### src/hdl/pdu_pkg.sv
// ----------------------------------------------------------------------------
// pdu_pkg
// Shared constants for the point distance unit.
// ----------------------------------------------------------------------------
`default_nettype none

package pdu_pkg;

  // Default coordinate width (signed two's complement, fixed point).
  localparam int COORD_WIDTH_DEF = 24;

  // Operation codes carried on the op field.
  localparam logic OP_PLANAR = 1'b0;
  localparam logic OP_FULL   = 1'b1;

endpackage

`default_nettype wire

### src/hdl/pdu_front.sv
// ----------------------------------------------------------------------------
// pdu_front
// Front end: per-axis absolute differences, squares, and sum of squares.
// ----------------------------------------------------------------------------
`default_nettype none

module pdu_front #(
  parameter int COORD_WIDTH = pdu_pkg::COORD_WIDTH_DEF
) (
  input  wire logic                          clk,
  input  wire logic                          rst_n,
  input  wire logic                          en,
  input  wire logic                          in_valid,
  input  wire logic                          op,
  input  wire logic signed [COORD_WIDTH-1:0] ax,
  input  wire logic signed [COORD_WIDTH-1:0] ay,
  input  wire logic signed [COORD_WIDTH-1:0] az,
  input  wire logic signed [COORD_WIDTH-1:0] bx,
  input  wire logic signed [COORD_WIDTH-1:0] by,
  input  wire logic signed [COORD_WIDTH-1:0] bz,
  output logic                               sum_valid,
  output logic [2*COORD_WIDTH+1:0]           sum
);
  import pdu_pkg::*;

  localparam int MAG_W = COORD_WIDTH + 1;
  localparam int SQ_W  = 2 * MAG_W;

  logic [MAG_W-1:0] dx, dy, dz;
  logic [MAG_W-1:0] mx_nxt, my_nxt, mz_nxt;
  logic [MAG_W-1:0] mx_r, my_r, mz_r;
  logic [SQ_W-1:0]  sx_r, sy_r, sz_r;
  logic [SQ_W-1:0]  sum_r;
  logic             v1_r, v2_r, v3_r;

  function automatic logic [MAG_W-1:0] abs_of(input logic [MAG_W-1:0] d);
    abs_of = d[MAG_W-1] ? (~d + MAG_W'(1)) : d;
  endfunction

  // Sign-extended differences; the magnitude always fits the extended width.
  assign dx = MAG_W'({ax[COORD_WIDTH-1], ax}) - MAG_W'({bx[COORD_WIDTH-1], bx});
  assign dy = MAG_W'({ay[COORD_WIDTH-1], ay}) - MAG_W'({by[COORD_WIDTH-1], by});
  assign dz = MAG_W'({az[COORD_WIDTH-1], az}) - MAG_W'({bz[COORD_WIDTH-1], bz});

  always_comb begin
    mx_nxt = abs_of(dx);
    mz_nxt = abs_of(dz);
    // Planar mode drops the y axis.
    my_nxt = (op == OP_FULL) ? abs_of(dy) : '0;
  end

  always_ff @(posedge clk) begin
    if (!rst_n) begin
      v1_r <= 1'b0;
      v2_r <= 1'b0;
      v3_r <= 1'b0;
    end else if (en) begin
      v1_r <= in_valid;
      v2_r <= v1_r;
      v3_r <= v2_r;
    end
  end

  always_ff @(posedge clk) begin
    if (en) begin
      mx_r  <= mx_nxt;
      my_r  <= my_nxt;
      mz_r  <= mz_nxt;
      sx_r  <= mx_r * mx_r;
      sy_r  <= my_r * my_r;
      sz_r  <= mz_r * mz_r;
      // Three squares of at most 2^(2W) each stay below 2^(2W+2).
      sum_r <= sx_r + sy_r + sz_r;
    end
  end

  assign sum_valid = v3_r;
  assign sum       = sum_r;

endmodule

`default_nettype wire

### config.mk
export PLATFORM = sky130hd
export DESIGN_NAME = pdu_front
export DESIGN_NICKNAME = d
export VERILOG_FILES = /design/src/hdl/pdu_pkg.sv /design/src/hdl/pdu_front.sv
export SDC_FILE = /design/constraint.sdc
export NUM_CORES = 2
export LEC_CHECK = 0
export BUFFER_PORTS_ARGS = -buffer_cell sky130_fd_sc_hd__buf_2
export CAP_MARGIN = 5
export CORE_MARGIN = 10
export CORE_UTILIZATION = 60
export CTS_CLUSTER_DIAMETER = 50
export DETAILED_ROUTE_END_ITERATION = 6
export GPL_TIMING_DRIVEN = 0
export HOLD_SLACK_MARGIN = 0.02
export PLACE_DENSITY = 0.82
export REMOVE_ABC_BUFFERS = 1
export SLEW_MARGIN = 25
export SYNTH_ARGS = -nofsm -noshare
export SYNTH_HDL_FRONTEND = slang
export SYNTH_SLANG_ARGS = --single-unit
### constraint.sdc
create_clock -name clk -period 7 [get_ports clk]
set_clock_uncertainty 0.1 [all_clocks]
set_input_delay 0.7 -clock clk [delete_from_list [all_inputs] [get_ports clk]]
set_output_delay 0.7 -clock clk [all_outputs]
set_load 0.01 [all_outputs]
==> Word-level counts from Yosys, hierarchy flattened <==
Index checks and enable logic that the tools add are counted.
{ "classes": {"n_addsub": 8, "mul": 3, "mux": 3, "bitwise_logic": 3, "reduce_logical": 1} }
{ "ops": {"columns": ["cell", "n"], "rows": [
  ["multiplier 25 x 25 -> 50 bit", 3],
  ["adder 50 bit", 2],
  ["adder 25 x 1 -> 25 bit (second input constant)", 3],
  ["NOT 25 bit", 3],
  ["subtractor 24 x 24 -> 25 bit", 3],
  ["two-way mux 24 bit", 3],
  ["AND reduction 2 bit", 1]
]} }
{ "totals": {"reg_bits": 278, "in_bits": 149, "out_inout_bits": 51, "word_cells": 31} }

==> Depth between registers and ports, before layout <==
{ "logic_depth": {"depth_word": 4, "depth_mapped": 29, "ltp_nobuf": 27} }

==> Worst setup path before layout <==
Ideal clock, no wire load.
{ "synth_path": {"path_type": "reg-to-reg", "start": "register mz_r[3]", "end": "register sz_r[42] (data pin)", "arrival_time_ns": 7.203, "t_required_ns": 6.640, "setup_slack_ns": -0.563, "stages_incl_launch_ff": 29, "path_buffers": 2, "period_less_slack_ns": 7.563, "cell_sequence": "edfxtp_1 -> clkbuf_1 -> clkbuf_1 -> nand2_1 -> fa_1 -> inv_1 -> fa_1 -> inv_1 -> fa_1 -> inv_1 -> fa_1 -> inv_1 -> fa_1 -> inv_1 -> fa_1 -> inv_1 -> fa_1 -> inv_1 -> ha_1 -> and3_1 -> a221o_1 -> a31o_2 -> a22oi_1 -> a21oi_1 -> o211ai_1 -> a31oi_1 -> a311o_1 -> a21oi_1 -> xnor2_1"} }
{ "synth_via": {"elab_chain_len": 1} }
{ "synth_rtl": {"columns": ["element", "line", "text"], "rows": [
  ["start: declaration", "pdu_front.sv:31", "logic [MAG_W-1:0] mx_r, my_r, mz_r;"],
  ["start signal: assignment", "pdu_front.sv:68", "mz_r <= mz_nxt;"],
  ["multiplier 25 x 25 -> 50 bit", "pdu_front.sv:71", "sz_r <= mz_r * mz_r;"],
  ["end signal: assignment", "pdu_front.sv:71", null],
  ["end: declaration", "pdu_front.sv:32", "logic [SQ_W-1:0] sx_r, sy_r, sz_r;"]
]} }
No other way between the ends.
A chain may end at the register's enable or synchronous reset.

==> Final worst setup path <==
{ "layout_path": {"start": "register my_r[6]", "end": "register sy_r[40] (data pin)"} }
{ "layout_via": {"elab_chain_len": 1} }
{ "layout_rtl": {"columns": ["element", "line", "text"], "rows": [
  ["start: declaration", "pdu_front.sv:31", null],
  ["start signal: assignment", "pdu_front.sv:67", "my_r <= my_nxt;"],
  ["multiplier 25 x 25 -> 50 bit", "pdu_front.sv:70", "sy_r <= my_r * my_r;"],
  ["end signal: assignment", "pdu_front.sv:70", null],
  ["end: declaration", "pdu_front.sv:32", null]
]} }
No other way between the ends.

==> flow_summary.ini <==
[status]
violations = DRC, setup timing
outcome = finished with violations

[worst_hold_path]
holdPathStages = 2
hold_path.class = input port to flop
hp-start = rst_n

[synthesis]
ys_async_sr_fraction_pct = 0
synth-compound-area-share_pct = 7.608
yosys_register_bits = 275
synth_ff_type = edfxtp_1
synth_top_family_by_area = adder cells
synth_top_area_share_pct = 40.79
synth_area_leaders = fa_1, ha_1, edfxtp_1
synth-xor-area-share_pct = 4.012
netlist_area_sq_um = 71160
synth_mux_area_share_pct = 0.3358
yosysWarnings = 0
netlist_instances = 7599
synthSimpleGateAreaFrac_pct = 10.98
yosys.area_share.adder_pct = 52.92
synth_cell_types = 82
yosysTopAreaCell = fa_1
synth-edff-count = 272
avgSynthCellArea_sq_um = 9.364
seq_area_frac_synth_pct = 11.56

[die]
io_pins = 200
core-area_sq_um = 117900
fp.dieW_microns = 364.4
die-height_microns = 364.4
initial_utilization_pct = 60.34
rows = 126
dieArea_sq_um = 132800

[sta]
max_freq_mhz = 126.3
slew_headroom_pct = 37.96
hold_viol = 0
period_share_pct = 113.1
min_period_ps = 7920
worst_slew_pin_slew_ps = 927.4
whs_ps = 232.8
rsz0062_at_grt = true
setup_slack_ps = -920.3
slew_violations = 0
setup_violations = 66

[detailed_routing]
via_per_inst = 5.906
first_pass_iters = 7
post-route-drc-count = 1
detail-route-antenna-nets = 0
vias = 57400
drt_iter0_drc = 5595
finalWirelength_microns = 213900
wl_per_cell_microns = 22.01

[setup_path]
cp-end-kind = flop
cp.arrival_ps = 8150
setup.worst_path.start = my_r[6]
crit_slowest_cell = fa_1
r2r-start = my_r[6]
crit_top_cell = fa_1
critPathKind = flop to flop
startpoint_type = flop
slowest_delay_ps = 760
cp.required_ps = 7230
r2r_cells = 26
path_max_fanout = 6
r2r_slack_ps = -920

[clock_network]
worstSkewPairLatency_ps = 640
clkSlewWorstSetupHoldPaths_ps = 60
clock-sinks = 275
clk_path_buf_depth = 3
cts_hold_buf = 0
htree_levels = 2
cts_root_buf = clkbuf_16
numCtsBuffers = 42
cts_tree = built

[grt]
grt_overflow = 0
grt_pass1_wl_microns = 313700
grt_pass1_vias = 60910
grt_usage_pct = 29.77
grt_antenna_before_repair = 21
grt_max_degree = 102

[finish]
layout_common_cells = inv_1, fa_1, ha_1
syn2layout_area_growth_pct = 16.38
register_area_sq_um = 8228
final_nets = 10430
fillers = 7614
multiInputGateArea_sq_um = 56800
drive_above_1_share_pct = 16.93
final_common_cell = inv_1

[place]
buffer_ports.inserted = 199
gp_congestion = 0.9776
place_worst_setup_slack_ps = -1937
dp_hpwl_microns = 140800

[job]
cap_violations = 0
timing repair:
item | 4_1_cts | 5_1_grt
cloned | 0 | 3
setup buffers | 337 | 130
pin swaps | 218 | 244
setup endpoints to repair | 99 | 76
resized for setup | 454 | 392
endpoints found under the hold margin | 0 | 0
cell families after synthesis:
logic type | Yosys count
buffers and inverters | 2381
other | 1
AO/OA/AOI/OAI | 843
AND/OR/NAND/NOR | 1610
multiplexers | 23
flip-flops | 275
adder cells (fa/ha/maj) | 2140
XOR/XNOR | 326
cell type report:
cell class	count	share of cell area (%)
Tap cell	1536	2.321
Multi-Input combinational cell	4945	68.58
Inverter	2176	9.976
Sequential cell	275	9.935
Clock buffer	48	1.322
Clock inverter	29	0.3686
Timing Repair Buffer	703	7.471
Antenna cell	7	0.02115
final timing paths:
path	end
max reg2reg	sy_r[40]
min	v1_r
min reg2reg	v1_r
max	sy_r[40]
registers in the layout, summed over array words and instances (netlist names):
| signal | flops |
|---|---|
| mz_r | 25 |
| my_r | 25 |
| sum | 50 |
| sy_r | 49 |
| mx_r | 25 |
| v2_r | 1 |
| sx_r | 49 |
| sz_r | 49 |
| v1_r | 1 |
| sum_valid | 1 |
critical path, delay by kind of cell, from the launching register on:
| family | cells | cell delay, ps |
|---|---|---|
| XOR/XNOR | 1 | 160 |
| buffers and inverters | 7 | 970 |
| flip-flops | 1 | 430 |
| adder cells (fa/ha/maj) | 8 | 4000 |
| AND/OR/NAND/NOR | 2 | 610 |
| AO/OA/AOI/OAI | 8 | 1330 |
Yosys cell counts (39+ instances only):
library cell  number
a21o_1           127
nand2_1          614
and2_1           364
fa_1            1450
o21ai_0          157
xnor2_1          213
a21oi_1          263
and3_1            39
o21bai_1          45
edfxtp_1         272
nor2_1           282
nor3_1            42
nand4_1           40
inv_1           2176
nand3_1           69
ha_1             690
clkbuf_1         197
xor2_1           113
per-layer routing:
metal / part of all wire, % / global-route usage, % / wire (microns)
met5: 0.069 / 0 / 147
met4: 8.1 / 16.53 / 17320
met3: 12 / 6.854 / 25170
met2: 47 / 49.44 / 99520
met1: 34 / 35.75 / 71730
stage by stage:
step           instance area, sq um  util, %  std cells  setup TNS, ps
2_1_floorplan                 70390        -       7396          -3650
4_1_cts                       80250    68.05       9584          -6702
3_3_place_gp                  73310    62.17       9131        -105350
6_report                      82810    70.23       9719         -24980
5_1_grt                       82800    70.21       9713         -33190
3_5_place_dp                  74060    62.81       9171         -98710
Power is not shown: default switching activity piles up to over one toggle a cycle in this logic, so the estimate is an artifact.
