===== src/hdl/pdu_pkg.sv =====
// ----------------------------------------------------------------------------
// pdu_pkg
// Shared constants for the point distance unit.
// ----------------------------------------------------------------------------
`default_nettype none

package pdu_pkg;

  // Default coordinate width (signed two's complement, fixed point).
  localparam int COORD_WIDTH_DEF = 24;

  // Operation codes carried on the op field.
  localparam logic OP_PLANAR = 1'b0;
  localparam logic OP_FULL   = 1'b1;

endpackage

`default_nettype wire


===== src/hdl/pdu_root_cell.sv =====
// ----------------------------------------------------------------------------
// pdu_root_cell
// One step of a restoring square root: takes the next radicand bit pair,
// tries the trial subtrahend and hands remainder, root and radicand onward.
// ----------------------------------------------------------------------------
`default_nettype none

module pdu_root_cell #(
  parameter int COORD_WIDTH = pdu_pkg::COORD_WIDTH_DEF
) (
  input  wire logic                       clk,
  input  wire logic                       rst_n,
  input  wire logic                       en,
  input  wire logic                       valid_in,
  input  wire logic [2*COORD_WIDTH+1:0]   rad_in,
  input  wire logic [COORD_WIDTH+1:0]     rem_in,
  input  wire logic [COORD_WIDTH:0]       root_in,
  output logic                            valid_out,
  output logic [2*COORD_WIDTH+1:0]        rad_out,
  output logic [COORD_WIDTH+1:0]          rem_out,
  output logic [COORD_WIDTH:0]            root_out
);
  import pdu_pkg::*;

  localparam int SUM_W  = 2 * COORD_WIDTH + 2;
  localparam int ROOT_W = COORD_WIDTH + 1;
  localparam int REM_W  = COORD_WIDTH + 2;
  localparam int TRY_W  = COORD_WIDTH + 3;

  logic [TRY_W-1:0]  rem_try;
  logic [TRY_W-1:0]  trial;
  logic [TRY_W-1:0]  diff;
  logic              fits;
  logic              valid_r;
  logic [SUM_W-1:0]  rad_r;
  logic [REM_W-1:0]  rem_r;
  logic [ROOT_W-1:0] root_r;

  // Incoming remainder is always below 2^(W+1), so its top bit is dropped.
  assign rem_try = {rem_in[REM_W-2:0], rad_in[SUM_W-1 -: 2]};
  assign trial   = {root_in, 2'b01};
  assign diff    = rem_try - trial;
  assign fits    = (rem_try >= trial);

  always_ff @(posedge clk) begin
    if (!rst_n) begin
      valid_r <= 1'b0;
    end else if (en) begin
      valid_r <= valid_in;
    end
  end

  always_ff @(posedge clk) begin
    if (en) begin
      rad_r  <= {rad_in[SUM_W-3:0], 2'b00};
      rem_r  <= fits ? diff[REM_W-1:0] : rem_try[REM_W-1:0];
      root_r <= {root_in[ROOT_W-2:0], fits};
    end
  end

  assign valid_out = valid_r;
  assign rad_out   = rad_r;
  assign rem_out   = rem_r;
  assign root_out  = root_r;

endmodule

`default_nettype wire


===== config.mk =====
export PLATFORM = sky130hd
export DESIGN_NAME = pdu_root_cell
export DESIGN_NICKNAME = d
export VERILOG_FILES = /design/src/hdl/pdu_pkg.sv /design/src/hdl/pdu_root_cell.sv
export SDC_FILE = /design/constraint.sdc
export NUM_CORES = 1
export LEC_CHECK = 0
export BUFFER_PORTS_ARGS = -buffer_cell sky130_fd_sc_hd__buf_2
export CORE_MARGIN = 5
export CORE_UTILIZATION = 35
export DETAILED_ROUTE_END_ITERATION = 8
export GPL_ROUTABILITY_DRIVEN = 0
export PLACE_DENSITY_LB_ADDON = 0.2
export RECOVER_POWER = 100
export SLEW_MARGIN = 25
export SYNTH_ARGS = -nofsm -noshare
export SYNTH_HDL_FRONTEND = slang
export SYNTH_SLANG_ARGS = --single-unit

===== constraint.sdc =====
create_clock -name clk -period 2.6 [get_ports clk]
set_clock_uncertainty 0.15 [all_clocks]
set_input_delay 0.39 -clock clk [delete_from_list [all_inputs] [get_ports clk]]
set_output_delay 0.39 -clock clk [all_outputs]
set_load 0.005 [all_outputs]

### After elaboration in Yosys (flattened, before gate mapping)

Index checks and enable logic that the tools add are counted.

* order comparisons: 1
* mux-type cells: 1
* $add $sub $neg: 1

Operators by type and width (count)
* greater-or-equal comparator 27 bit: 1
* 2-to-1 mux 26 bit: 1
* subtractor 26 bit: 1

* register bits after elaboration: 100
* output and inout bits: 102
* word-level logic and storage cells: 7

### Longest topological paths before layout

Gate-level depths: netlist (run 1).

* depth after elaboration: 2
* mapped depth: 12
* mapped depth without buffers: 9

### Least setup slack after synthesis (run 1)

OpenSTA, ideal clock, no wires.

* path type: input -> register
* from: input port root_in[14]
* to: register rem_r[10], in the netlist rem_out[10] (data pin)
* data arrival time: 2.445 ns
* path buffers: 3
* library setup time: 0.260 ns
* data required time: 2.190 ns
* cell stages on the path: 12
* path slack: -0.256 ns
* cells stage by stage: inv_1 -> ha_1 -> buf_2 -> nand3_1 -> nor3_1 -> and4_1 -> o311ai_4 -> nand2_2 -> a31o_1 -> buf_6 -> buf_6 -> mux2_4

* cells in the longest elaborated chain, start to end: 2

Ends and longest elaborated chain
* from (decl): line pdu_root_cell.sv:17 `input wire logic [COORD_WIDTH:0] root_in,`
* greater-or-equal comparator 27 bit: line pdu_root_cell.sv:43 `assign fits = (rem_try >= trial);`
* 2-to-1 mux 26 bit: line pdu_root_cell.sv:56 `rem_r <= fits ? diff[REM_W-1:0] : rem_try[REM_W-1:0];`
* to (signal assigned): line pdu_root_cell.sv:56
* to (decl): line pdu_root_cell.sv:36 `logic [REM_W-1:0] rem_r;`

No other way between the ends.
A chain may end at the register's enable or synchronous reset.

### Worst setup path in the final report (run 1)

* from: input port root_in[2]
* to: register rem_r[19], in the netlist rem_out[19] (data pin)

* cells in the longest elaborated chain, start to end: 2
* elaborated cells between the ends (all ways): 3
* those cells by class: add/sub (1); order compare (1); mux (1)

Ends and longest elaborated chain (line)
* subtractor 26 bit or greater-or-equal comparator 27 bit (tied branches): pdu_root_cell.sv:42, pdu_root_cell.sv:43
* 2-to-1 mux 26 bit (*): pdu_root_cell.sv:56

Mark *: on every way between the ends. The rest lies on a longest branch, timed or not.

==> results of run 1 <==
[worst max-delay path: stages]
cell and delay [ns]:
buf_4 0.13, inv_12 0.03, ha_4 0.29, and4_4 0.23, buf_4 0.11, o21ai_0 0.07, nor3b_1 0.14, buf_4 0.13
o21ai_0 0.36, a31oi_1 0.19, xnor2_1 0.15, mux2_4 0.25
[flip-flops by register name, indices dropped and copies added (netlist names)]
register and cells:
rad_out 48, rem_out 26, root_out 25, valid_out 1
[cells by family (layout without fill, tap and decap cells)]
kind of cell / Yosys count / count (layout) / share of synthesized area
AOI/OAI and AO/OA: 78 / 78 / 0.109
and+or+nand+nor: 75 / 75 / 0.0710
adders and majority gates: 27 / 27 / 0.0673
DFF: 100 / 100 / 0.596
other: 1 / 2 / 0.000747
muxes: 29 / 29 / 0.0752
xor gates and xnor gates: 20 / 20 / 0.0349
buffers and inverters: 52 / 350 / 0.0458
[cell usage after synthesis, drive strengths merged, types with 2 or more instances]
cell and instances:
inv 37, nand3 8, a311oi 3, a211oi 2
clkbuf 6, and4 2, o21ai 16, xnor2 14
o21bai 3, nor2 20, edfxtp 99, and3 3
nand4 3, a21o 4, o21a 7, ha 27
xor2 6, nor2b 3, mux2 25, mux2i 4
a31oi 5, nor3 3, a21oi 25, a41o 2
nand2 26, buf 9
[path summary, 6_finish.rpt]
| check | cells past startpoint | slack, ns | to | start |
|---|---|---|---|---|
| worst max-delay path | 12 | 0.07 | rem_out[19]$_DFFE_PP_ | root_in[2] |
| worst min-delay path | 1 | 0.06 | rad_out[39]$_DFFE_PP_ | rad_in[37] |
| worst max register to register | 2 | 1.85 | valid_out$_SDFFE_PN0P_ | valid_out$_SDFFE_PN0P_ |
| worst min register to register | 2 | 0.38 | valid_out$_SDFFE_PN0P_ | valid_out$_SDFFE_PN0P_ |
[stage by stage]
stage | setup TNS (ns) | utilization | std cells | setup WS (ns) | hold slack, ns
after floorplan | -1.70 | - | 383 | -0.115 | 0.339
after global placement | -7.49 | 0.505 | 843 | -0.316 | 0.344
after detailed placement | -8.59 | 0.505 | 843 | -0.410 | 0.365
after CTS | 0 | 0.526 | 859 | 0.0163 | 0.0449
after global routing | -0.492 | 0.534 | 861 | -0.0427 | 0.0442
final | 0 | 0.534 | 861 | 0.0654 | 0.0584
[cells in the final DEF (no fill, tap or decap), types with 6 or more instances in the layout]
cell,count
clkbuf_16,10
buf_2,200
xnor2_1,13
ha_1,18
o21ai_1,6
nor2_1,20
edfxtp_1,99
o21a_1,7
a21oi_1,20
inv_1,34
o21ai_0,10
nand2_1,24
buf_4,90
ha_4,6
mux2_4,22
nand3_1,6
xor2_1,6
[area by class of cell]
cell class / instances / area (um2)
fill: 1274 / 6530
sequential: 100 / 2990
multi-input combinational: 231 / 2000
timing repair buffer: 297 / 1800
clock buffer: 10 / 229
tap: 180 / 225
inverter: 37 / 154
clock inverter: 6 / 53.8
[routing by layer]
layer / vias up / global-route usage / routed length (um)
met4: 0 / 0.0361 / 120
met2: 139 / 0.268 / 6550
li1: 1994 / - / -
met5: - / 0 / 0
met3: 11 / 0.0442 / 1130
met1: 1853 / 0.181 / 5570
[power breakdown]
group	total, mW	switching, mW	internal [mW]
Combinational	1.11	0.497	0.611
Clock	1.29	0.619	0.667
Sequential	1.99	0.0364	1.96
Total	4.39	1.15	3.23
[repair_timing]
action,4_1_cts,5_1_grt
setup buffers,0,1
pin swaps,0,7
cloned,0,1
setup endpoints to repair,3,26
resized for setup,2,18
==> flow_summary.ini, run 1 <==
[layout]
syn2layout_area_growth_pct = 48.6
drive_gt1_frac = 0.543
fin_nets = 808
antennaDiodeCount = 0
design_area_um2 = 7460

[job]
drv_cap = 0

[drt]
dr.pass1.iters = 4
routedWlPerCell_um = 15.5
drt_iter0_drc = 125
detail-route-antenna-nets = 0
remaining_drc_errors = 0
vias = 3997
viasPerCell = 4.64
wirelength_um = 13400

[sta]
fin_crit_sh = 0.975
finalHoldViolCount = 0
setup_viol = 0
max_freq_mhz = 395
slew_violations = 0
rsz0062_at_grt = yes
layout_min_cycle_time_ns = 2.53

[worst_setup_path]
endpoint_kind = flip-flop
cp-start-kind = primary input
worstPathArrival_ns = 2.48
path_class = primary input to flip-flop
worstPathMaxFanout = 4
required_ns = 2.55

[placed_design]
place_area_um2 = 7070
port_buffers = 203
hpwl_um = 10800

[floorplan]
fp-row-count = 43
core_region_area_um2 = 14000
die_w_um = 130
initial_utilization = 0.359
io_pins = 207
dieHeight_um = 130
die_area_um2 = 16800

[clock_network]
numCtsBuffers = 9
clkLatencyLatePin_ns = 0.35
clock-sinks = 100
clk_path_buf_depth = 2
cts.htree.levels = 3
cts_root_buf = clkbuf_16
clkTransAtPathRegs_ns = 0.07
postCtsHoldBufs = 0
cts_tree = yes

[synth]
synth_area_leader_cell = edfxtp_1
ys_types = 55
syn_avg_cell_area_um2 = 13.1
yosys_warnings = 0
synth_area_um2 = 5020
synth-edff-count = 99
yosysSeqAreaShare = 0.596
ys_async_sr_fraction = 0
synth_seq_cells = 100
synthTopCellsByArea = edfxtp_1 (59%), ha_1 (6.7%), mux2_4 (4.5%)
synth.top_cell.area_share = 0.592
synth_flop_cell = edfxtp_1
syn_inst = 382

[global_routing]
grt_use_total = 0.151
antenna_found_initial = 0
grt-ovfl-total = 0
grt_pass1_vias = 4151
grt_max_degree = 51
grt_pass1_wl_um = 20000

[pwr]
p_leak_nw = 3.42
vdd_drop_max_mv = 0.287
p_per_area_nw_per_um2 = 588
power.total_mw = 4.39

[hold_path]
hold_class = primary input to flip-flop

[run_status]
status = completed
(Power assumes the default switching activity.)
==> run 2: changes to the inputs <==
--- a/config.mk
+++ b/config.mk
@@ -8,6 +8,7 @@
 export BUFFER_PORTS_ARGS = -buffer_cell sky130_fd_sc_hd__buf_2
 export CORE_MARGIN = 5
 export CORE_UTILIZATION = 35
+export CTS_CLUSTER_DIAMETER = 150
 export DETAILED_ROUTE_END_ITERATION = 8
 export GPL_ROUTABILITY_DRIVEN = 0
 export PLACE_DENSITY_LB_ADDON = 0.2
==> constraint.sdc (replaced) <==
create_clock -name clk -period 3.2 [get_ports clk]
set_clock_uncertainty 0.15 [all_clocks]
set_input_delay 0.48 -clock clk [delete_from_list [all_inputs] [get_ports clk]]
set_output_delay 0.48 -clock clk [all_outputs]
set_load 0.005 [all_outputs]
==> flow_summary.ini, run 2 (synthesis gave the netlist of run 1 again) <==
[layout]
antennaDiodeCount = 0
drive_gt1_frac = 0.303
largest_reg_flops = 48
fin_nets = 738
final_util = 0.465
final_common_cell = buf_2
fillCellCount = 1414
multi_input_area_um2 = 1750
seqCellArea_um2 = 2990
final_cell_mix = buf_2 (135), edfxtp_1 (99), clkbuf_1 (69)
syn2layout_area_growth_pct = 29.6

[sta]
setup_viol = 0
rsz0062_at_grt = no
slew_headroom = 0.0821
tightest_slew_ns = 1.38
layout_setup_ws_ns = 0.279
max_freq_mhz = 342
finalHoldViolCount = 0
fin_crit_sh = 0.913
slew_violations = 0
layout_min_cycle_time_ns = 2.92
holdWs_ns = 0.155

[drt]
remaining_drc_errors = 0
wirelength_um = 13000
dr.pass1.iters = 4
detail-route-antenna-nets = 0
drt_iter0_drc = 142
viasPerCell = 4.78
vias = 3779
routedWlPerCell_um = 16.5

[clock_network]
cts_root_buf = clkbuf_16
clkTransAtPathRegs_ns = 0.07
numCtsBuffers = 9
clk_path_buf_depth = 2
postCtsHoldBufs = 0
postCtsSetupBuffers = 0
clock-sinks = 100
cts.htree.levels = 3
postCtsResizedCells = 0
cts_tree = yes
clkLatencyLatePin_ns = 0.34

[global_routing]
grt_util_met1 = 0.185
grt_max_degree = 58
busiest_layer = met2
antenna_found_initial = 0
grt_pass1_vias = 3818
grt_use_total = 0.148
use_met2 = 0.249
grt_pass1_wl_um = 19300
grt-ovfl-total = 0
grt.met3_usage = 0.0381

[worst_setup_path]
worstPathArrival_ns = 2.86
worstPathMaxFanout = 27
endpoint_kind = flip-flop
required_ns = 3.14
path_class = primary input to flip-flop
cp-start-kind = primary input

[pwr]
p_int_mw = 2.45
netSwitchingFraction = 0.269
seqPwrFrac = 0.485
power.total_mw = 3.34
p_sw_mw = 0.899
comb_power_share = 0.199
power_frac_clock = 0.316
vdd_drop_max_mv = 0.209
p_per_area_nw_per_um2 = 514
p_leak_nw = 2.76

[floorplan]
io_pins = 207
dieHeight_um = 130
fp-row-count = 43
core_region_area_um2 = 14000
initial_utilization = 0.359
die_w_um = 130
die_area_um2 = 16800

[run_status]
status = completed

[placed_design]
hpwl_um = 10200
port_buffers = 203
place_worst_setup_slack_ns = -0.00405

[job]
drv_cap = 0

[hold_path]
hold_class = primary input to flip-flop
## run 2: cell count changes in the layout (fill, tap and decap cells not counted), sizes merged
cell	previous run	this run
clkbuf	11	80
buf	296	157
## run 2: cell type report
type                    count  area share
inverters                  37      0.0213
well taps                 180      0.0346
clock inverters             6     0.00865
multi-input cells         231       0.268
repair buffers            227       0.172
flip-flops and latches    100       0.460
clock buffers              10      0.0352
## run 2: final timing paths
path	startpoint	to	slack, ns	cells past startpoint
worst max-delay path	root_in[14]	rem_out[8]$_DFFE_PP_	0.28	11
worst min register to register	valid_out$_SDFFE_PN0P_	valid_out$_SDFFE_PN0P_	0.38	2
worst min-delay path	rad_in[37]	rad_out[39]$_DFFE_PP_	0.15	1
worst max register to register	valid_out$_SDFFE_PN0P_	valid_out$_SDFFE_PN0P_	2.44	2
## run 2: worst max-delay path: stages
cell and delay [ns]:
clkbuf_1 0.09, inv_1 0.05, ha_1 0.38, a21oi_1 0.26, o21ai_1 0.14, a221oi_1 0.34, o21a_1 0.25, nand2_2 0.09
a31o_1 0.25, buf_12 0.18, mux2_1 0.33
## run 2: stage by stage
step	area (um2)	TNS, ns	cells
final	6510	0	791
after floorplan	5030	0	383
after global routing	6510	0	791
after detailed placement	6380	-0.00751	775
after CTS	6670	0	791
after global placement	6380	0	775
## run 2: routing by layer
| layer | share of wire | vias up |
|---|---|---|
| li1 | - | 1854 |
| met1 | 0.42 | 1747 |
| met2 | 0.47 | 162 |
| met3 | 0.098 | 16 |
| met4 | 0.017 | 0 |
| met5 | 0 | - |
## run 2: power by group through the flow
stage,clock network (mW),logic [mW],registers (mW)
2_1_floorplan,0,0.374,1.67
3_3_place_gp,0,0.724,1.65
3_5_place_dp,0,0.733,1.65
4_1_cts,1.10,0.736,1.62
5_1_grt,1.15,0.743,1.64
6_report,1.06,0.665,1.62
